**src/rtl/kvt_pkg.sv**
```systemverilog
// types, constants and helper functions of the key/value table
`timescale 1ns / 1ps
`default_nettype none

package kvt_pkg;

  localparam int ENTRY_COUNT = 16;
  localparam int KEY_CHARS   = 8;
  localparam int VALUE_BYTES = 8;
  localparam int IDX_W       = (ENTRY_COUNT > 1) ? $clog2(ENTRY_COUNT) : 1;

  typedef enum logic [1:0] {
    OP_INIT  = 2'd0,
    OP_GET   = 2'd1,
    OP_SET   = 2'd2,
    OP_ERASE = 2'd3
  } op_t;

  typedef enum logic [2:0] {
    STAT_OK        = 3'd0,
    STAT_INVALID   = 3'd1,
    STAT_NOT_INIT  = 3'd2,
    STAT_NOT_FOUND = 3'd3,
    STAT_OVERFLOW  = 3'd4,
    STAT_NO_SPACE  = 3'd5
  } status_t;

  typedef struct packed {
    op_t         operation;
    logic [63:0] key;
    logic [63:0] value_in;
    logic [3:0]  value_len_in;
    logic [3:0]  capacity;
  } req_t;

  typedef struct packed {
    status_t     status;
    logic [63:0] value_out;
    logic [3:0]  value_len_out;
  } rsp_t;

  // low n bytes set
  function automatic logic [63:0] byte_mask(input logic [3:0] n);
    logic [63:0] m;
    begin
      m = '0;
      for (int b = 0; b < 8; b++) begin
        if (4'(b) < n) begin
          m[b*8 +: 8] = 8'hff;
        end
      end
      return m;
    end
  endfunction

  // key cut at its first zero byte and limited to KEY_CHARS bytes
  function automatic logic [63:0] key_norm(input logic [63:0] k);
    logic [63:0] r;
    logic        run;
    begin
      r   = '0;
      run = 1'b1;
      for (int b = 0; b < 8; b++) begin
        run = run & (k[b*8 +: 8] != 8'h00);
        if (run && (b < KEY_CHARS)) begin
          r[b*8 +: 8] = k[b*8 +: 8];
        end
      end
      return r;
    end
  endfunction

  // empty key, or a key longer than KEY_CHARS
  function automatic logic key_bad(input logic [63:0] k);
    logic run;
    begin
      run = 1'b1;
      for (int b = 0; b < 8; b++) begin
        if (b <= KEY_CHARS) begin
          run = run & (k[b*8 +: 8] != 8'h00);
        end
      end
      return (k[7:0] == 8'h00) || ((KEY_CHARS < 8) && run);
    end
  endfunction

endpackage

`default_nettype wire

```
**src/rtl/key_value_table_core.sv**
```systemverilog
// key/value table with a single shared key comparator stepped over the entries
//
//  channel  direction  payload          handshake
//  req      in         kvt_pkg::req_t   req_valid / req_ready
//  rsp      out        kvt_pkg::rsp_t   rsp_valid / rsp_ready
//
//  a transaction that is decided at once (init, not ready, bad set) goes straight to the finish step;
//  otherwise the entries are scanned until the first key match or the last entry (at most 16 entries)
//  the scan uses the one key comparator, which visits one entry per cycle
//  req_ready is high only while the sequencer is idle; the result register holds
//  a finished result while the next transaction is taken
//  synchronous reset clears the valid marks, the ready flag and the result valid flag
`timescale 1ns / 1ps
`default_nettype none

module key_value_table_core (
  input  wire logic          clk,
  input  wire logic          rst,
  input  wire logic          req_valid,
  output logic               req_ready,
  input  wire kvt_pkg::req_t req,
  output logic               rsp_valid,
  input  wire logic          rsp_ready,
  output kvt_pkg::rsp_t      rsp
);

  typedef enum logic [2:0] {
    S_IDLE   = 3'b001,
    S_SCAN   = 3'b010,
    S_FINISH = 3'b100
  } state_t;

  state_t state;

  logic [kvt_pkg::ENTRY_COUNT-1:0] entry_valid;
  logic [63:0]                     entry_key    [kvt_pkg::ENTRY_COUNT];
  logic [63:0]                     entry_value  [kvt_pkg::ENTRY_COUNT];
  logic [3:0]                      entry_length [kvt_pkg::ENTRY_COUNT];
  logic                            ready_flag;

  kvt_pkg::op_t            op;
  logic [63:0]             nk;
  logic [63:0]             val;
  logic [3:0]              vlen;
  logic [3:0]              cap;
  logic                    decided;
  kvt_pkg::status_t        decided_status;
  logic [kvt_pkg::IDX_W-1:0] idx;
  logic                    found;
  logic [kvt_pkg::IDX_W-1:0] match_idx;
  logic                    free_found;
  logic [kvt_pkg::IDX_W-1:0] vacant_idx;
  logic [63:0]             hit_value;
  logic [3:0]              hit_len;

  logic                    accept;
  logic                    load;
  logic                    pre_done;
  kvt_pkg::status_t        pre_status;
  logic                    hit;
  logic                    last;
  kvt_pkg::status_t        fin_status;
  logic [63:0]             fin_value;
  logic [3:0]              fin_len;
  logic                    do_write;
  logic                    do_erase;
  logic [kvt_pkg::IDX_W-1:0] wr_idx;

  assign req_ready = (state == S_IDLE);
  assign accept    = req_valid && req_ready;
  assign load      = (state == S_FINISH) && (!rsp_valid || rsp_ready);
  assign hit       = entry_valid[idx] && (entry_key[idx] == nk);
  assign last      = (idx == kvt_pkg::IDX_W'(kvt_pkg::ENTRY_COUNT - 1));

  // checks that settle a transaction without a scan
  always_comb begin
    pre_done   = 1'b0;
    pre_status = kvt_pkg::STAT_OK;
    case (req.operation)
      kvt_pkg::OP_INIT: begin
        pre_done = 1'b1;
      end
      kvt_pkg::OP_SET: begin
        if (kvt_pkg::key_bad(req.key)) begin
          pre_done   = 1'b1;
          pre_status = kvt_pkg::STAT_INVALID;
        end else if (req.value_len_in > 4'(kvt_pkg::VALUE_BYTES)) begin
          pre_done   = 1'b1;
          pre_status = kvt_pkg::STAT_OVERFLOW;
        end else if (!ready_flag) begin
          pre_done   = 1'b1;
          pre_status = kvt_pkg::STAT_NOT_INIT;
        end
      end
      default: begin
        if (!ready_flag) begin
          pre_done   = 1'b1;
          pre_status = kvt_pkg::STAT_NOT_INIT;
        end
      end
    endcase
  end

  always_comb begin
    fin_status = kvt_pkg::STAT_OK;
    fin_value  = '0;
    fin_len    = '0;
    do_write   = 1'b0;
    do_erase   = 1'b0;
    wr_idx     = found ? match_idx : vacant_idx;
    if (decided) begin
      fin_status = decided_status;
    end else begin
      case (op)
        kvt_pkg::OP_GET: begin
          if (!found) begin
            fin_status = kvt_pkg::STAT_NOT_FOUND;
          end else if (hit_len > cap) begin
            fin_status = kvt_pkg::STAT_OVERFLOW;
          end else begin
            fin_value = hit_value;
            fin_len   = hit_len;
          end
        end
        kvt_pkg::OP_SET: begin
          if (found || free_found) begin
            do_write = 1'b1;
          end else begin
            fin_status = kvt_pkg::STAT_NO_SPACE;
          end
        end
        kvt_pkg::OP_ERASE: begin
          if (found) begin
            do_erase = 1'b1;
          end else begin
            fin_status = kvt_pkg::STAT_NOT_FOUND;
          end
        end
        default: begin
          fin_status = kvt_pkg::STAT_OK;
        end
      endcase
    end
  end

  // sequencer and control state
  always_ff @(posedge clk) begin
    if (rst) begin
      state       <= S_IDLE;
      entry_valid <= '0;
      ready_flag  <= 1'b0;
      rsp_valid   <= 1'b0;
    end else begin
      if (load) begin
        rsp_valid <= 1'b1;
      end else if (rsp_ready) begin
        rsp_valid <= 1'b0;
      end
      case (state)
        S_IDLE: begin
          if (accept) begin
            if (req.operation == kvt_pkg::OP_INIT) begin
              entry_valid <= '0;
              ready_flag  <= 1'b1;
            end
            state <= pre_done ? S_FINISH : S_SCAN;
          end
        end
        S_SCAN: begin
          if (hit || last) begin
            state <= S_FINISH;
          end
        end
        S_FINISH: begin
          if (load) begin
            if (do_write) begin
              entry_valid[wr_idx] <= 1'b1;
            end
            if (do_erase) begin
              entry_valid[match_idx] <= 1'b0;
            end
            state <= S_IDLE;
          end
        end
        default: begin
          state <= S_IDLE;
        end
      endcase
    end
  end

  // transaction payload and scan registers
  always_ff @(posedge clk) begin
    if (accept) begin
      op             <= req.operation;
      nk             <= kvt_pkg::key_norm(req.key);
      val            <= req.value_in & kvt_pkg::byte_mask(req.value_len_in);
      vlen           <= req.value_len_in;
      cap            <= req.capacity;
      decided        <= pre_done;
      decided_status <= pre_status;
      idx            <= '0;
      found          <= 1'b0;
      free_found     <= 1'b0;
    end else if (state == S_SCAN) begin
      if (hit) begin
        found     <= 1'b1;
        match_idx <= idx;
        hit_value <= entry_value[idx];
        hit_len   <= entry_length[idx];
      end
      if (!entry_valid[idx] && !free_found) begin
        free_found <= 1'b1;
        vacant_idx <= idx;
      end
      if (!last) begin
        idx <= idx + 1'b1;
      end
    end
  end

  // entry storage
  always_ff @(posedge clk) begin
    if (load && do_write) begin
      entry_key[wr_idx]    <= nk;
      entry_value[wr_idx]  <= val;
      entry_length[wr_idx] <= vlen;
    end
  end

  always_ff @(posedge clk) begin
    if (load) begin
      rsp.status        <= fin_status;
      rsp.value_out     <= fin_value;
      rsp.value_len_out <= fin_len;
    end
  end

`ifndef SYNTH
  a_scan_needs_init: assert property (@(posedge clk) disable iff (rst)
    (state == S_SCAN) |-> ready_flag)
    else $error("scan started before init");

  a_init_clears: assert property (@(posedge clk) disable iff (rst)
    (accept && (req.operation == kvt_pkg::OP_INIT)) |=>
      ((state == S_FINISH) && (entry_valid == '0) && ready_flag))
    else $error("init did not clear the table");

  a_set_marks_valid: assert property (@(posedge clk) disable iff (rst)
    (load && do_write) |=> (entry_valid != '0))
    else $error("set left no valid entry");

  a_value_only_on_ok: assert property (@(posedge clk) disable iff (rst)
    (rsp_valid && (rsp.value_len_out != 4'd0)) |->
      ((rsp.status == kvt_pkg::STAT_OK) &&
       (rsp.value_len_out <= 4'(kvt_pkg::VALUE_BYTES))))
    else $error("value length reported outside a successful get");

  a_no_load_while_idle: assert property (@(posedge clk) disable iff (rst)
    $rose(rsp_valid) |-> ($past(state) == S_FINISH))
    else $error("result raised outside the finish step");
`endif

endmodule

`default_nettype wire
```
**config.mk**
```make
export PLATFORM = sky130hd
export DESIGN_NAME = key_value_table_core
export DESIGN_NICKNAME = d
export VERILOG_FILES = /design/src/rtl/kvt_pkg.sv /design/src/rtl/key_value_table_core.sv
export SDC_FILE = /design/constraint.sdc
export NUM_CORES = 2
export LEC_CHECK = 0
export ABC_AREA = 0
export ABC_CLOCK_PERIOD_IN_PS = 18200
export BUFFER_PORTS_ARGS = -buffer_cell sky130_fd_sc_hd__clkbuf_2
export CORE_ASPECT_RATIO = 1.5
export CORE_MARGIN = 2
export CORE_UTILIZATION = 29
export DETAILED_ROUTE_END_ITERATION = 8
export PLACE_DENSITY = 0.5
export SKIP_CTS_REPAIR_TIMING = 1
export SYNTH_ARGS = -nofsm -noshare
export SYNTH_HDL_FRONTEND = slang
export SYNTH_SLANG_ARGS = --single-unit
```
**constraint.sdc**
```tcl
create_clock -name clk -period 18.2 [get_ports clk]
set_clock_uncertainty 0.2 [all_clocks]
set_input_delay 2.73 -clock clk [delete_from_list [all_inputs] [get_ports clk]]
set_output_delay 2.73 -clock clk [all_outputs]
set_load 0.02 [all_outputs]
```
### Yosys cells after proc, flatten, opt, wreduce, memory -nomap -nowiden

Memory sizes are Yosys's and may differ from the RTL's. A register that Yosys moved wholly into a read port is not among the register bits.
Cells that the tools add are included.
Widths: inputs -> output; s select.

* equal/unequal tests: 13
* order comparisons: 15
* reductions and logical operators: 34
* bitwise logic cells: 15
* mux-type cells: 63
* $add $sub $neg: 1

Operator list (number)
* $mux 16: 8
* $mux 8: 16
* $and 64x64->64: 1
* $eq 64x64->1: 1
* $reduce_bool 8->1: 8
* $pmux 16 s2: 1
* $mux 3: 10
* $pmux 3 s3: 2
* $and 16x16->16: 1
* $lt 3x4->1 const A: 4
* $mux 1: 16
* $not 16->16: 1
* $or 16x16->16: 1
* $lt 4x5->1 const B: 3
* $mux 4: 3
* $reduce_and 3->1: 4
* $demux 1 s4: 2
* $ge 4x1->1 const B: 2
* $logic_not 8->1: 1
* $lt 1x4->1 const A: 2
* $lt 2x4->1 const A: 2
* $and 1x1->1: 7
* $logic_and 1x1->1: 7
* $eq 2x2->1 const B: 3
* 22 further kinds: 35

* memory bits (writable): 2112
* bits of input ports: 142
* memories: 3
* output and inout port bits: 73
* bits in registers: 248

Memories
* entry_key: words 16, width 64, read ports 1, clocked after memory_dff 1, wr ports 1, RTL line key_value_table_core.sv:36 `logic [63:0] entry_key [kvt_pkg::ENTRY_COUNT];`
* entry_value: words 16, width 64, read ports 1, clocked after memory_dff 1, wr ports 1, RTL line key_value_table_core.sv:37 `logic [63:0] entry_value [kvt_pkg::ENTRY_COUNT];`
* entry_length: words 16, width 4, read ports 1, clocked after memory_dff 1, wr ports 1, RTL line key_value_table_core.sv:38 `logic [3:0] entry_length [kvt_pkg::ENTRY_COUNT];`

### Logic depth before layout (Yosys ltp)

* depth after elaboration: 14
* depth in mapped cells: 17
* gate-level depth less buffers: 10

### Worst setup path after synthesis

Ideal clock, no wire load.

* path kind: input to register
* start: input port rsp_ready
* end: memory entry_key[14][0] (enable)
* arrival time: 8.707 ns
* stages on the path: 5
* library setup time: 0.626 ns
* setup slack: 8.668 ns
* cell sequence: nand2b_1 > nand2_1 > nor2_1 > nand2_1 > nor2_1

* cells in the longest elaborated chain, start to end: 5

Ends and longest elaborated chain
* from (decl): RTL line key_value_table_core.sv:23 `input wire logic rsp_ready,`
* $logic_or 1x1->1: RTL line key_value_table_core.sv:71 `assign load = (state == S_FINISH) && (!rsp_valid || rsp_ready);`
* $logic_and 1x1->1: RTL line key_value_table_core.sv:71
* $logic_and 1x1->1: RTL line key_value_table_core.sv:224 `if (load && do_write) begin`
* $mux 1: RTL line key_value_table_core.sv:224
* $mux 1 (implied by the code): RTL line key_value_table_core.sv:225 `entry_key[wr_idx] <= nk;`
* to (decl): RTL line key_value_table_core.sv:36

Every way passes these cells.

==> run metrics <==
Setup Viol. Count Final 0; GRT overflow 0; Mean Syn Cell Area 21.76 sq um; DP Cell Count 8666; final hold vios 0; CP required 18500 ps; fin crit share 44.30%; critical-path cell list buf_12, buf_4, buf_4, mux4_2, a22o_1, a221oi_1, xnor2_1, nor4_1, nand4_1, or4_4, nor2_4, buf_4, buf_4; clock root cell clkbuf_16; Seq/Total Area, Yosys 77.97%; Area contributors post-synth edfxtp_1 77%, mux4_2 13%, mux2i_1 2.0%; top_reg_cell synth edfxtp_1; final-report max-slew violation count 0; Bufs on Longest Clock Path 4; initial antenna violation count 22; H-tree depth 4; Flop pwr share 55.3%; Clk Latency, worst-skew pair 920 ps; post-layout net count 4815; Setup crit end kind flip-flop; Max Freq 0.1240 GHz; switching part of the total 20.66%; # clock sinks 2432; Antenna Nets Post-Route 0; TritonCTS clock tree yes; Synth Cell Area 93260 sq um; Most common cell on crit path buf_4; Die ar. 326200 sq um; GP Congestion 0.8052; die height 698.5 um; Fin Hold WS 280.8 ps; Detailed Route Iter0 Violations 4242; Mapped Cells 4285; critical path peak fanout 75; row cnt 255; Worst slew margin 7.303%; CP max stage cell nor4_1; FF-to-FF setup slack 10140 ps; slowest stage delay, CP 1020 ps; internal power 9043 uW; IO Count 215; Post-Syn Nets 4432; WL/cell 29.35 um; dpl cell area 99850 sq um; area leader, netlist edfxtp_1; Die W 467.0 um; Unique masters post-synth 77; vias in the first global route 47330; via count 44970; total power draw 11400 uW; run status complete, no violations; share of post-route cells with drive strength above 1 26.01%; Starting Density 29.08%; Yosys top cell area share 77.31%; total of max-cap violations 0; CTS Buf Count 240; Worst setup SP type flip-flop; first-pass GRT wire length 372.4 mm; synthesized flop and latch total 2432; vias per inst 4.937; setup TNS 0 ps; RSZ-0062 raised after global routing false; fin area 107500 sq um; Min Clock Period, post-route 8062 ps; net load switching power 2355 uW; first-pass detailed-route iteration total 5; Comb power frac 1.3%; Clk pwr share 43.3%; Worst Tran Pin Value 1385 ps; Worst Hold Class reg -> reg; peak supply drop 0.07978 mV; Lkg Pwr 0.03235 uW; PortBufs 214; EDFF count, synth 2401; hpwl dp 146.4 mm; P&R area growth vs syn 15.30%; DRC violations left 0; Ys Warns 0; WL final 267.3 mm; Worst-path clk slew 70 ps; CP Data Arrival Time 8360 ps; PD cells 106.0 nW/um^2; Layout Cells excl Fill 9108; critical path class reg -> reg; Async SR Flop Fraction 0%; area of the core 320700 sq um; largest net degree at the start of global routing 137; All-Layer GR Usage 16.09%
-- critical path: cells and delay by family (launching register included) --
kind            cells  cell delay [ps]
mux                 1              590
simple gates        4             1960
flops               1              780
xor+xnor            1              140
compound gates      2              500
buf+inv             5             3230
-- cell usage after synthesis, types with 31 or more instances --
library cell and count:
nor2_1 70, a22oi_1 40, and2_1 158, a21oi_1 47, clkbuf_1 97, nand2_1 105, edfxtp_1 2401, dfxtp_1 31
mux2i_1 182, nor2b_1 56, o21ai_0 46, buf_4 33, buf_1 32, mux4_2 518
-- per-layer routing --
layer / global-route usage [%] / wire, um / vias to the layer above
met4: 5.113 / 8847 / 10
met1: 20.07 / 106200 / 24670
met3: 2.289 / 13000 / 395
met5: 0 / 52 / -
met2: 28.57 / 139200 / 1249
li1: - / - / 18640
-- final timing paths --
kind / startpoint / to / cells after the start
worst max-delay path: flip-flop / hit_value[47] / 13
worst min-delay path: hit_value[4] / rsp[8] / 1
worst max register to register: flip-flop / hit_value[47] / 13
worst min register to register: hit_value[4] / rsp[8] / 1
-- power by group through the flow --
stage	Sequential, uW	Combinational, uW	Clock (uW)
3_3_place_gp	6420	153	0
6_report	6310	149	4940
5_1_grt	6310	159	5260
2_1_floorplan	6390	57.7	0
4_1_cts	6310	155	5070
3_5_place_dp	6430	154	0
-- metrics by stage --
step	setup slack (ps)	utilization [%]
floorplan	8668	-
global placement	10040	31.14
detailed placement	10000	31.14
CTS	9964	33.53
global route	9788	33.53
finish	10140	33.53
-- cells by family (layout without fill, tap and decap cells) --
| group | after synthesis | count (layout) | synth area share [%] |
|---|---|---|---|
| and+or+nand+nor | 527 | 527 | 3.058 |
| DFF | 2432 | 2432 | 77.97 |
| xor gates and xnor gates | 54 | 54 | 0.5071 |
| muxes | 733 | 733 | 14.93 |
| other | 0 | 8 | 0 |
| AOI/OAI and AO/OA | 301 | 301 | 2.251 |
| adders and majority gates | 5 | 5 | 0.06708 |
| buffers and inverters | 233 | 808 | 1.217 |
-- sequential cells by signal, indices dropped and copies added (netlist names), 3 cells and up, named ones only --
signal	count
nk	64
val	64
state	3
vlen	4
match_idx	4
rsp	71
vacant_idx	4
hit_value	64
entry_key	1024
entry_valid	16
entry_length	64
idx	4
cap	4
hit_len	4
entry_value	1024
decided_status	3
-- cells in the final DEF, fill, tap and decap left out, drive strengths merged, types with 28 or more instances in the layout --
master     n
clkinv    95
clkbuf   507
mux2      29
inv       37
nor2      71
xnor2     28
dfxtp     31
and2     159
mux4     522
buf      131
nor2b     56
a22oi     40
edfxtp  2401
o21ai     47
nand2    105
mux2i    182
a21oi     48
-- area by class of cell --
type                            instances  area (sq um)
Fill cell                           30210        213100
Antenna cell                            8         20.02
Clock inverter                        141          1450
Inverter                               29         111.4
Sequential cell                      2432         72750
Multi-Input combinational cell       1620         19570
Clock buffer                          293          6205
Tap cell                             4240          5305
Timing Repair Buffer                  345          2117
(Power assumes the default switching activity.)
